**src/hw/rtl/ipv4_receive_header_filter_assert.svh**
```systemverilog
// Assertion macros for the IPv4 receive header filter top level.
`ifndef IPV4_RECEIVE_HEADER_FILTER_ASSERT_SVH
`define IPV4_RECEIVE_HEADER_FILTER_ASSERT_SVH

// Same-cycle implication, checked on every clock edge outside reset.
`define IRHF_ASSERT_NOW(label, ante, cons, msg) \
   label: assert property (@(posedge clock) disable iff (reset) (ante) |-> (cons)) \
      else $error(msg);

// Next-cycle implication, checked on every clock edge outside reset.
`define IRHF_ASSERT_NEXT(label, ante, cons, msg) \
   label: assert property (@(posedge clock) disable iff (reset) (ante) |=> (cons)) \
      else $error(msg);

`endif

```
**src/hw/rtl/irhf_pkg.sv**
```systemverilog
// Types and constants for the IPv4 receive header filter.
package irhf_pkg;

   // Default width of the packet byte counter.
   localparam int COUNT_BITS_DEFAULT = 16;

   // Smallest legal IPv4 header, in bytes.
   localparam int MIN_HDR_BYTES = 20;

   localparam logic [3:0]  IP_VERSION_4   = 4'd4;
   localparam logic [31:0] ADDR_BROADCAST = 32'hFFFF_FFFF;
   localparam logic [31:0] ADDR_NONE      = 32'h0000_0000;

   localparam logic [7:0] PROTO_ICMP = 8'd1;
   localparam logic [7:0] PROTO_TCP  = 8'd6;
   localparam logic [7:0] PROTO_UDP  = 8'd17;

   // Verdict codes.
   typedef enum logic [2:0] {
      STATUS_ACCEPT      = 3'd0,
      STATUS_TOO_SHORT   = 3'd1,
      STATUS_BAD_VERSION = 3'd2,
      STATUS_BAD_HLEN    = 3'd3,
      STATUS_NOT_OURS    = 3'd4
   } status_type;

   // Protocol classes.
   typedef enum logic [1:0] {
      CLASS_ICMP  = 2'd0,
      CLASS_TCP   = 2'd1,
      CLASS_UDP   = 2'd2,
      CLASS_OTHER = 2'd3
   } proto_class_type;

   // Header fields captured while the packet streams past.
   typedef struct packed {
      logic [7:0]  ver_ihl_byte;
      logic [15:0] tot_len_word;
      logic [7:0]  ttl;
      logic [7:0]  protocol;
      logic [31:0] source;
      logic [31:0] destination;
   } hdr_type;

   // Maps a protocol byte onto its class.
   function automatic proto_class_type class_of(input logic [7:0] protocol);
      proto_class_type result;
      case (protocol)
         PROTO_ICMP: result = CLASS_ICMP;
         PROTO_TCP:  result = CLASS_TCP;
         PROTO_UDP:  result = CLASS_UDP;
         default:    result = CLASS_OTHER;
      endcase
      return result;
   endfunction

endpackage

```
**src/hw/rtl/ipv4_receive_header_filter.sv**
```systemverilog
// Top level of the IPv4 receive header filter.
//
// Usage: packet bytes enter on the req_ channel (valid/ready), header first,
// with req_last high on the final byte of each packet. For each packet one
// verdict transaction leaves on the rsp_ channel: status, protocol class,
// protocol, TTL, both addresses, header length and payload length.
// The local address is written through csr_write_enable / csr_write_data
// while the block is idle; zero means no address is assigned.
// Throughput: one byte per clock while the output side keeps up.
// Path: the final byte sets the pending flag, and the verdict then moves into
// the output register once that register is free; the header registers feed
// one level of compare logic into the output register.
// A finished verdict waits in the output register while the next packet's
// bytes keep flowing. Only when a second verdict is ready while the first is
// still held does req_ready drop, until the receiver takes the first one.
// Reset (synchronous, active high) clears the byte count, the captured header,
// the local address and both valid flags.
module ipv4_receive_header_filter #(
   parameter int COUNT_BITS = irhf_pkg::COUNT_BITS_DEFAULT
) (
   input  logic               clock,
   input  logic               reset,
   // Configuration
   input  logic               csr_write_enable,
   input  logic [31:0]        csr_write_data,
   // Packet bytes
   input  logic               req_valid,
   output logic               req_ready,
   input  logic [7:0]         req_data_byte,
   input  logic               req_last,
   // Verdicts
   output logic               rsp_valid,
   input  logic               rsp_ready,
   output logic [2:0]         rsp_status,
   output logic [1:0]         rsp_proto_class,
   output logic [7:0]         rsp_protocol_number,
   output logic [7:0]         rsp_time_to_live,
   output logic [31:0]        rsp_source_address,
   output logic [31:0]        rsp_destination_address,
   output logic [5:0]         rsp_header_bytes,
   output logic signed [16:0] rsp_payload_size,
   output logic               rsp_broadcast
);
   import irhf_pkg::*;

   `include "ipv4_receive_header_filter_assert.svh"

   logic                  take;
   logic                  out_load;
   logic                  pending;
   logic [COUNT_BITS-1:0] packet_length;
   hdr_type               header;

   logic [31:0]           our_address_ff;

   status_type            status;
   logic [5:0]            hdr_bytes;
   logic                  bcast;
   logic                  short_pkt;

   logic                  rsp_valid_ff, rsp_valid_in;
   logic [2:0]            status_ff;
   logic [1:0]            class_ff;
   logic [7:0]            protocol_ff;
   logic [7:0]            ttl_ff;
   logic [31:0]           source_ff;
   logic [31:0]           destination_ff;
   logic [5:0]            hdr_bytes_ff;
   logic [16:0]           payload_ff;
   logic                  bcast_ff;

   // Local address register.
   always_ff @(posedge clock) begin
      if (reset) begin
         our_address_ff <= '0;
      end else if (csr_write_enable) begin
         our_address_ff <= csr_write_data;
      end
   end

   // A held verdict moves to the output register when that register is free.
   assign out_load  = pending && (!rsp_valid_ff || rsp_ready);
   assign req_ready = !pending || out_load;
   assign take      = req_valid && req_ready;

   irhf_capture #(
      .COUNT_BITS(COUNT_BITS)
   ) u_capture (
      .clock          (clock),
      .reset          (reset),
      .take           (take),
      .data_byte      (req_data_byte),
      .last           (req_last),
      .release_verdict(out_load),
      .pending        (pending),
      .packet_length  (packet_length),
      .header         (header)
   );

   // Verdict checks, in priority order.
   assign hdr_bytes = {header.ver_ihl_byte[3:0], 2'b00};
   assign bcast     = (header.destination == ADDR_BROADCAST);
   assign short_pkt = (packet_length < COUNT_BITS'(MIN_HDR_BYTES));

   always_comb begin
      if (short_pkt) begin
         status = STATUS_TOO_SHORT;
      end else if (header.ver_ihl_byte[7:4] != IP_VERSION_4) begin
         status = STATUS_BAD_VERSION;
      end else if ((hdr_bytes < 6'(MIN_HDR_BYTES))
                   || (COUNT_BITS'(hdr_bytes) > packet_length)) begin
         status = STATUS_BAD_HLEN;
      end else if ((header.destination == our_address_ff) || bcast
                   || (our_address_ff == ADDR_NONE)) begin
         status = STATUS_ACCEPT;
      end else begin
         status = STATUS_NOT_OURS;
      end
   end

   // Output valid flag.
   always_comb begin
      rsp_valid_in = rsp_valid_ff;
      if (out_load) begin
         rsp_valid_in = 1'b1;
      end else if (rsp_ready) begin
         rsp_valid_in = 1'b0;
      end
   end

   always_ff @(posedge clock) begin
      if (reset) begin
         rsp_valid_ff <= 1'b0;
      end else begin
         rsp_valid_ff <= rsp_valid_in;
      end
   end

   // Output payload; a too-short packet reports zeros beside its status.
   always_ff @(posedge clock) begin
      if (out_load) begin
         status_ff <= status;
         if (short_pkt) begin
            class_ff       <= '0;
            protocol_ff    <= '0;
            ttl_ff         <= '0;
            source_ff      <= '0;
            destination_ff <= '0;
            hdr_bytes_ff   <= '0;
            payload_ff     <= '0;
            bcast_ff       <= 1'b0;
         end else begin
            class_ff       <= class_of(header.protocol);
            protocol_ff    <= header.protocol;
            ttl_ff         <= header.ttl;
            source_ff      <= header.source;
            destination_ff <= header.destination;
            hdr_bytes_ff   <= hdr_bytes;
            payload_ff     <= {1'b0, header.tot_len_word} - {11'b0, hdr_bytes};
            bcast_ff       <= bcast;
         end
      end
   end

   assign rsp_valid               = rsp_valid_ff;
   assign rsp_status              = status_ff;
   assign rsp_proto_class         = class_ff;
   assign rsp_protocol_number     = protocol_ff;
   assign rsp_time_to_live        = ttl_ff;
   assign rsp_source_address      = source_ff;
   assign rsp_destination_address = destination_ff;
   assign rsp_header_bytes        = hdr_bytes_ff;
   assign rsp_payload_size        = signed'(payload_ff);
   assign rsp_broadcast           = bcast_ff;

   // A held verdict must freeze the input until it can move on.
   `IRHF_ASSERT_NOW(a_hold_blocks_input, pending && !out_load, !req_ready,
      "input accepted while a verdict is stuck")
   // A final byte always leaves a verdict behind.
   `IRHF_ASSERT_NEXT(a_last_sets_pending, take && req_last, pending,
      "final byte did not produce a pending verdict")
   // A loaded verdict is presented on the next cycle.
   `IRHF_ASSERT_NEXT(a_load_shows_valid, out_load, rsp_valid,
      "loaded verdict not presented")
   // An accepted packet has a header length of at least twenty bytes.
   `IRHF_ASSERT_NOW(a_accept_hlen, rsp_valid && (rsp_status == STATUS_ACCEPT),
      rsp_header_bytes >= 6'(MIN_HDR_BYTES), "accepted with a short header")
   // A too-short verdict carries zero fields.
   `IRHF_ASSERT_NOW(a_short_zero, rsp_valid && (rsp_status == STATUS_TOO_SHORT),
      (rsp_header_bytes == '0) && (rsp_source_address == '0) && !rsp_broadcast,
      "too-short verdict carries header fields")

endmodule

```
**src/hw/rtl/irhf_capture.sv**
```systemverilog
// Byte counter, header field capture and end-of-packet hold register.
module irhf_capture #(
   parameter int COUNT_BITS = irhf_pkg::COUNT_BITS_DEFAULT
) (
   input  logic                  clock,
   input  logic                  reset,
   input  logic                  take,
   input  logic [7:0]            data_byte,
   input  logic                  last,
   input  logic                  release_verdict,
   output logic                  pending,
   output logic [COUNT_BITS-1:0] packet_length,
   output irhf_pkg::hdr_type     header
);
   import irhf_pkg::*;

   localparam logic [COUNT_BITS-1:0] COUNT_MAX = {COUNT_BITS{1'b1}};
   localparam logic [COUNT_BITS-1:0] POS_VER   = COUNT_BITS'(0);
   localparam logic [COUNT_BITS-1:0] POS_LEN_H = COUNT_BITS'(2);
   localparam logic [COUNT_BITS-1:0] POS_LEN_L = COUNT_BITS'(3);
   localparam logic [COUNT_BITS-1:0] POS_TTL   = COUNT_BITS'(8);
   localparam logic [COUNT_BITS-1:0] POS_PROTO = COUNT_BITS'(9);
   localparam logic [COUNT_BITS-1:0] POS_SRC_F = COUNT_BITS'(12);
   localparam logic [COUNT_BITS-1:0] POS_SRC_L = COUNT_BITS'(15);
   localparam logic [COUNT_BITS-1:0] POS_DST_F = COUNT_BITS'(16);
   localparam logic [COUNT_BITS-1:0] POS_DST_L = COUNT_BITS'(19);

   logic [COUNT_BITS-1:0] count_ff, count_in, count_inc;
   logic [COUNT_BITS-1:0] length_ff, length_in;
   logic                  pending_ff, pending_in;
   hdr_type               hdr_ff, hdr_in;

   // The count stops at its maximum; a saturated count stands as the length.
   assign count_inc = (count_ff == COUNT_MAX) ? count_ff : count_ff + 1'b1;

   // Next state of the counter, the held length and the pending flag.
   always_comb begin
      count_in   = count_ff;
      length_in  = length_ff;
      pending_in = pending_ff && !release_verdict;
      if (take) begin
         count_in = last ? '0 : count_inc;
         if (last) begin
            length_in  = count_inc;
            pending_in = 1'b1;
         end
      end
   end

   // Header bytes are picked out by position in the packet.
   always_comb begin
      hdr_in = hdr_ff;
      if (take) begin
         if (count_ff == POS_VER) begin
            hdr_in.ver_ihl_byte = data_byte;
         end else if (count_ff == POS_LEN_H) begin
            hdr_in.tot_len_word[15:8] = data_byte;
         end else if (count_ff == POS_LEN_L) begin
            hdr_in.tot_len_word[7:0] = data_byte;
         end else if (count_ff == POS_TTL) begin
            hdr_in.ttl = data_byte;
         end else if (count_ff == POS_PROTO) begin
            hdr_in.protocol = data_byte;
         end else if (count_ff inside {[POS_SRC_F:POS_SRC_L]}) begin
            hdr_in.source = {hdr_ff.source[23:0], data_byte};
         end else if (count_ff inside {[POS_DST_F:POS_DST_L]}) begin
            hdr_in.destination = {hdr_ff.destination[23:0], data_byte};
         end
      end
   end

   // State registers; every captured field starts at zero.
   always_ff @(posedge clock) begin
      if (reset) begin
         count_ff   <= '0;
         length_ff  <= '0;
         pending_ff <= 1'b0;
         hdr_ff     <= '0;
      end else begin
         count_ff   <= count_in;
         length_ff  <= length_in;
         pending_ff <= pending_in;
         hdr_ff     <= hdr_in;
      end
   end

   assign pending       = pending_ff;
   assign packet_length = length_ff;
   assign header        = hdr_ff;

endmodule
```
**config.mk**
```make
export PLATFORM = sky130hd
export DESIGN_NAME = ipv4_receive_header_filter
export DESIGN_NICKNAME = d
export VERILOG_FILES = /design/src/hw/rtl/irhf_pkg.sv /design/src/hw/rtl/ipv4_receive_header_filter.sv /design/src/hw/rtl/irhf_capture.sv
export VERILOG_INCLUDE_DIRS = /design/src /design/src/hw/rtl
export SDC_FILE = /design/constraint.sdc
export NUM_CORES = 1
export LEC_CHECK = 0
export ABC_AREA = 1
export BUFFER_PORTS_ARGS = -buffer_cell sky130_fd_sc_hd__buf_2
export CAP_MARGIN = 10
export CORE_MARGIN = 4
export CORE_UTILIZATION = 56
export CTS_BUF_LIST = sky130_fd_sc_hd__clkbuf_16
export DETAILED_ROUTE_END_ITERATION = 10
export PLACE_DENSITY = 0.76
export SLEW_MARGIN = 0
export SYNTH_ARGS = -nofsm -noshare
export SYNTH_HDL_FRONTEND = slang
export SYNTH_SLANG_ARGS = --single-unit
```
**constraint.sdc**
```tcl
create_clock -name clock -period 10.6 [get_ports clock]
set_input_delay 3.18 -clock clock [delete_from_list [all_inputs] [get_ports clock]]
set_output_delay 3.18 -clock clock [all_outputs]
set_load 0.02 [all_outputs]
```
; Yosys cells after proc, flatten, opt, wreduce, memory -nomap -nowiden
; Index checks and enable logic that the tools add are counted.
[op_classes]
addsub = 2
n_lt_le_gt_ge = 7
n_eq_ne = 11
n_mux = 10
bitwise = 6
reduce_logical = 25
[op_table]
columns = cell, n
row1 = == test 16 x 2 -> 1 bit (second input constant), 2
row2 = == test 16 x 4 -> 1 bit (second input constant), 2
row3 = == test 32 bit, 1
row4 = == test 32 bit (second input constant), 1
row5 = logical NOT 32 bit, 1
row6 = 2-to-1 mux 16 bit, 2
row7 = subtractor 16 x 6 -> 17 bit, 1
row8 = adder 16 x 1 -> 16 bit (second input constant), 1
row9 = == test 16 bit (second input constant), 1
row10 = >= comparator 16 x 4 -> 1 bit (second input constant), 1
row11 = >= comparator 16 x 5 -> 1 bit (second input constant), 1
row12 = greater-than comparator 6 x 16 -> 1 bit, 1
row13 = <= comparator 16 x 4 -> 1 bit (second input constant), 1
row14 = <= comparator 16 x 5 -> 1 bit (second input constant), 1
row15 = logical NOT 16 bit, 1
row16 = less-than comparator 16 x 5 -> 1 bit (second input constant), 1
row17 = == test 8 x 1 -> 1 bit (second input constant), 1
row18 = == test 8 x 3 -> 1 bit (second input constant), 1
row19 = == test 8 x 5 -> 1 bit (second input constant), 1
row20 = AND reduction 8 bit, 1
row21 = AND reduction 7 bit, 1
row22 = less-than comparator 6 x 5 -> 1 bit (second input constant), 1
row23 = inverter 1 bit, 6
row24 = one-hot mux 2 bit (3 select lines), 1
row25 = other kinds (14), 29
[word_totals]
ff_bits = 279
inputBits = 46
out_inout_bits = 111
elab_cells = 84

; Logic depth before layout (Yosys ltp)
; Gate-level depths: netlist (run 1).
[depth]
depth_word = 7
depth_mapped = 12
mapped_depth_nobuf = 12

; Cells and area by module
; From an unflattened synthesis (run 1), not the netlist that was laid out.
[hier_totals]
hier_cells = 1498
area_unflattened_um2 = 12105.4
[modules_own_cells]
columns = module, n_inst, cells_per_inst, area_per_inst_um2, seq_area_each_um2
row1 = ipv4_receive_header_filter, 1, 717, 6492.5, 3873.7
row2 = irhf_capture, 1, 781, 5612.9, 2742.6

; Least setup slack after synthesis (run 1)
; Ideal clock, no wire load.
[synth_path]
path_kind = input-to-reg
from = input port rsp_ready
to = register bcast_ff (netlist: rsp_broadcast) (enable)
setup_ps = 608
arrival_ps = 8380
required_ps = 9992
path_slack_ps = 1612
cell_stages = 2
n_path_buf = 0
cell_sequence = inv_1 a21oi_1
[synth_via]
elab_chain_len = 2
[synth_lines]
columns = element, line_no
row1 = "start, declared", ipv4_receive_header_filter.sv:33  ; input logic rsp_ready,
row2 = logical OR 1 bit, ipv4_receive_header_filter.sv:82  ; assign out_load = pending && (!rsp_valid_ff || rsp_ready);
row3 = logical AND 1 bit, ipv4_receive_header_filter.sv:82
row4 = net out_load, ipv4_receive_header_filter.sv:49  ; logic out_load;
row5 = "end signal, assigned", ipv4_receive_header_filter.sv:160  ; bcast_ff <= bcast;
row6 = "end, declared", ipv4_receive_header_filter.sv:70  ; logic bcast_ff;
; The timed path passes the listed nets, and every way through them passes these cells.
; A chain may end at the register's enable or synchronous reset.

; Worst setup path after layout (run 1)
[layout_path]
from = input port rsp_ready
to = output port req_ready
[layout_via]
elab_chain_len = 3
[layout_lines]
columns = element, line_no
row1 = logical OR 1 bit, ipv4_receive_header_filter.sv:82
row2 = logical AND 1 bit, ipv4_receive_header_filter.sv:82
row3 = logical OR 1 bit, ipv4_receive_header_filter.sv:83  ; assign req_ready = !pending || out_load;
row4 = "end, declared", ipv4_receive_header_filter.sv:28  ; output logic req_ready,
; Every way passes these cells.

==> flow_summary.ini, run 1 <==
[timing]
worst_pin_slew_ps = 929
fmaxAchievable_ghz = 0.145
finalClockSkew_ps = 16.2
finalSetupViolCount = 0
setup_tns_ps = 0
fin_crit_sh_pct = 64.9
drv_slew = 0
slew_headroom_pct = 38.0
min_period_ps = 6880
final_hold_viol_count = 0
rsz0062_at_grt = false

[setup_path]
rr_endpoint = u_capture.packet_length[8]$_SDFFE_PP0P_
critPathKind = in2out
startpoint_type = primary input
ff2ff_path_depth = 8
crit_path_end_kind = output pin
reg2reg_from = rsp_valid$_SDFFE_PP0P_
cp.required_ps = 7420
cpMaxStageDelayCell = buf_2
cp_cell_sequence = buf_2 -> inv_1 -> nand3_1 -> buf_2
cpPeakStageDelay_ps = 190
worstPathArrival_ps = 3700
regToRegSetupSlack_ps = 7660
critPathLaunch = rsp_ready
path_max_fanout = 3
crit_top_cell = buf_2

[finish]
stdcell_area_sq_um = 13900
utilization_pct = 65.5
syn_to_final_growth_pct = 14.5
num_antenna_cells = 0
drive_gt1_share_pct = 13.9
nNetsFinal = 1664

[hold_path]
min_path_cells = 2
hold_end = u_capture.header[81]$_SDFFE_PP0P_
hold_path.class = reg2reg
hp-start = u_capture.header[81]$_SDFFE_PP0P_

[synth]
synth_cells = 1480
synth_top_flop_cell = dfxtp_1
syn_area_sq_um = 12100
synth.most_common_cell = nor2_1
synthTopCellsByArea = dfxtp_1 (28%), edfxtp_1 (27%), nor2_1 (9.1%)
synth_seq_cells = 277
syn_area_per_cell_sq_um = 8.18
yosys-top-cells-count = nor2_1 (292), nand2_1 (230), inv_1 (186)
synth_top_area_share_pct = 28.1
yosysWarnings = 0
synth_edf_count = 107
synthArstFlopShare_pct = 0
yosysSeqAreaShare_pct = 54.7
synth_top_area_cell = dfxtp_1
synth_cell_type_count = 39

[clock_tree]
cts_tree = done
clk_pin_slew_worst_paths_ps = 60
cts-resized-gates = 0
cts_setup_buffers = 0
htree_levels = 1
clk_path_buf_depth = 3
holdBufCountCts = 0
cts_sinks = 277
clk_latency_ps = 550
cts_buffers = 29
root_buffer = clkbuf_16

[detailed_routing]
vias = 10000
drc_errors = 0
finalWirelength_mm = 27.9
final_antenna_net_count = 0
drtIter0Drc = 778
wl_per_cell_um = 14.7
firstDrtPassIters = 5
via_per_inst = 5.27

[grt]
grt_start_max_net_pins = 82
grt_pass1_wl_mm = 45.1
antenna_found_initial = 0
grt_usage_pct = 22.5
grt_pass1_vias = 9437
overflow = 0

[floorplan]
row_count = 53
die_h_um = 155
die_area_sq_um = 24000
die_width_um = 155
io_pins = 157
start_util_pct = 57.2
coreArea_sq_um = 21200

[power]
leakagePower_nw = 5.74
irDropWorstVdd_v = 0.000103
finalPower_mw = 2.29
power_per_cell_area_nw_per_um2 = 166

[placement]
hpwl_mm = 18.8
placed_cell_area_sq_um = 12900
numPortBuffers = 154
gp_congestion = 0.873

[outcome]
status = finished, final reports clean

[run]
drv_cap = 0
==> how the worst max path moves through the flow <==
stage	to	slack (ps)
after floorplan	rsp_broadcast$_SDFFCE_PP0P_	1610
after global routing	req_ready	3650
after detailed placement	req_ready	3720
after global placement	req_ready	3740
final	req_ready	3720
after CTS	req_ready	3720
==> worst max-delay path: cells and delay by family <==
kind	cells	cell delay, ps
AND/OR/NAND/NOR	1	130
buffers and inverters	3	390
==> area by class of cell <==
cell class	count	area [sq um]
clock buffer	30	751
multi-input combinational	944	4450
tap	275	344
sequential	277	6620
inverter	194	731
clock inverter	24	161
timing repair buffer	159	808
fill	1763	7300
==> placed cells by master (no fill, tap or decap), types with 36 or more instances in the layout <==
master	count
buf_2	154
nor3_1	41
nand4_1	36
edfxtp_1	107
nand2_1	230
nor2_1	292
inv_1	194
o21ai_0	131
a21oi_1	102
dfxtp_1	170
==> registers in the layout, summed over array words and instances (netlist names) <==
| register | cells |
|---|---|
| our_address_ff | 32 |
| rsp_broadcast | 1 |
| rsp_destination_address | 32 |
| rsp_header_bytes | 4 |
| rsp_payload_size | 17 |
| rsp_proto_class | 2 |
| rsp_protocol_number | 8 |
| rsp_source_address | 32 |
| rsp_status | 3 |
| rsp_time_to_live | 8 |
| rsp_valid | 1 |
| u_capture.count_ff | 16 |
| u_capture.header | 104 |
| u_capture.packet_length | 16 |
| u_capture.pending | 1 |
==> metrics by stage <==
| stage | instances | worst slack, ps | hold WS (ps) |
|---|---|---|---|
| 2_1_floorplan | 1481 | 1610 | 441 |
| 3_3_place_gp | 1849 | 3740 | 449 |
| 3_5_place_dp | 1849 | 3720 | 452 |
| 4_1_cts | 1903 | 3720 | 461 |
| 5_1_grt | 1903 | 3650 | 479 |
| 6_report | 1903 | 3720 | 458 |
==> power breakdown <==
group          leakage, nW  internal (mW)  total (mW)  switching (mW)
clock                0.479          0.558       0.963           0.405
sequential            2.36           1.14        1.15          0.0134
combinational         2.91         0.0522       0.182           0.130
==> cells by family after synthesis <==
kind of cell,synth area share [%]
buffers and inverters,8.73
AO/OA/AOI/OAI,10.6
flip-flops,54.7
XOR/XNOR,1.45
other,0.0310
adder cells (fa/ha/maj),1.41
AND/OR/NAND/NOR,23.1
==> routing by layer <==
metal / up-vias / track usage [%] / share of wire (%)
met1: 4627 / 29.8 / 43
met4: 0 / 7.99 / 2.8
met5: - / 0 / 0
li1: 5013 / - / -
met2: 322 / 37.8 / 47
met3: 61 / 3.45 / 6.6
No activity file was read; power rests on OpenSTA's default activity.
==> inputs of run 2 (changes only) <==
- CORE_UTILIZATION: 56 -> 52
- PLACE_DENSITY: 0.76 -> 0.74
- clock period: 10.6 -> 6.19 ns (I/O delays scaled with it)
==> flow_summary.ini, run 2 (same netlist as run 1, synthesis figures left out) <==
[finish]
syn_to_final_growth_pct = 15.4
final_common_cell = nor2_1
largest_reg_flops = 104
utilization_pct = 61.3
nNetsFinal = 1667
drive_gt1_share_pct = 14.3
num_antenna_cells = 0
layout_common_cells = nor2_1 (292), nand2_1 (230), inv_1 (198), dfxtp_1 (170), buf_2 (154)
stdcell_area_sq_um = 14000

[floorplan]
row_count = 55
start_util_pct = 53.1
die_area_sq_um = 25800
die_width_um = 161
coreArea_sq_um = 22800
die_h_um = 161
io_pins = 157

[grt]
grt_start_max_net_pins = 72
antenna_found_initial = 0
grt_usage_pct = 21.0
grt_pass1_vias = 9325
overflow = 0
grt_pass1_wl_mm = 45.6

[power]
leakagePower_nw = 5.79
power_per_cell_area_nw_per_um2 = 284
irDropWorstVdd_v = 0.000204

[timing]
fmaxAchievable_ghz = 0.236
slew_headroom_pct = 48.2
final_hold_viol_count = 0
fin_crit_sh_pct = 68.6
rsz0062_at_grt = false
min_period_ps = 4240
finalSetupViolCount = 0
setup_tns_ps = 0
finalClockSkew_ps = 23.7
worst_pin_slew_ps = 776
hold_ws_ps = 465
drv_slew = 0

[setup_path]
startpoint_type = primary input
worstPathArrival_ps = 2390
regToRegSetupSlack_ps = 3430
path_max_fanout = 3
reg2reg_from = u_capture.packet_length[15]$_SDFFE_PP0P_
critPathKind = in2out
rr_endpoint = rsp_destination_address[6]$_SDFFCE_PP0P_
cp.required_ps = 4330
crit_path_end_kind = output pin
ff2ff_path_depth = 7

[detailed_routing]
finalWirelength_mm = 28.0
drc_errors = 0
wl_per_cell_um = 14.4
firstDrtPassIters = 6
final_antenna_net_count = 0
drtIter0Drc = 778
via_per_inst = 5.14
vias = 9993

[hold_path]
hp-start = u_capture.header[80]$_SDFFE_PP0P_
hold_path.class = reg2reg
hold_end = u_capture.header[80]$_SDFFE_PP0P_
min_path_cells = 2

[placement]
numPortBuffers = 154
placed_cell_area_sq_um = 13000
hpwl_mm = 19.1
gp_congestion = 0.879

[run]
drv_cap = 0

[clock_tree]
clk_path_buf_depth = 3
clk_latency_ps = 550
cts_sinks = 277
cts_buffers = 30
htree_levels = 1
clk_pin_slew_worst_paths_ps = 50
cts-resized-gates = 0
holdBufCountCts = 0
cts_tree = done
root_buffer = clkbuf_16
cts_setup_buffers = 0

[outcome]
status = finished, final reports clean
[run 2: cell types whose count changed in the layout (fill, tap and decap cells not counted), sizes merged]
| cell | change |
|---|---|
| buf | +2 |
| inv | +6 |
| clkbuf | +4 |
| bufinv | -2 |
| clkinv | -6 |
[run 2: worst max path at each step]
stage | startpoint | to | slack, ps | cells after the start
global route | rsp_ready | req_ready | 1870 | 4
floorplan | rsp_ready | rsp_broadcast$_SDFFCE_PP0P_ | 720 | 2
CTS | rsp_ready | req_ready | 1940 | 4
global placement | rsp_ready | req_ready | 1970 | 4
detailed placement | rsp_ready | req_ready | 1940 | 4
finish | rsp_ready | req_ready | 1950 | 4
[run 2: per-layer routing]
metal,vias up,global-route usage (%),routed length (um),share of wire (%)
li1,5019,-,-,-
met1,4628,28.3,12400,44
met2,296,35.6,13300,47
met3,50,2.90,1690,6.0
met4,0,5.98,653,2.3
met5,-,0,0,0
[run 2: power by group]
part           total [mW]  internal (mW)  switching (mW)
logic               0.312         0.0904           0.221
clock network        1.68          0.979           0.704
registers            1.97           1.95          0.0225
total                3.96           3.01           0.948
[run 2: final cells by class]
type                    instances  area, sq um
clock buffers                  34          851
clock inverters                22          105
fillers                      2008         8810
inverters                     194          731
multi-input cells             944         4450
flip-flops and latches        277         6620
well taps                     313          392
repair buffers                161          823
[run 2: critical path: stages]
cell     delay (ps)
buf_2            90
inv_1           110
nand3_1         140
buf_2           190
[run 2: per-stage QoR]
stage | setup WS [ps] | total power, mW | cells
after global placement | 1970 | 2.31 | 1889
after CTS | 1940 | 3.99 | 1945
after global routing | 1870 | 4.11 | 1945
after floorplan | 717 | 2.22 | 1481
final | 1950 | 3.96 | 1945
after detailed placement | 1940 | 2.32 | 1889
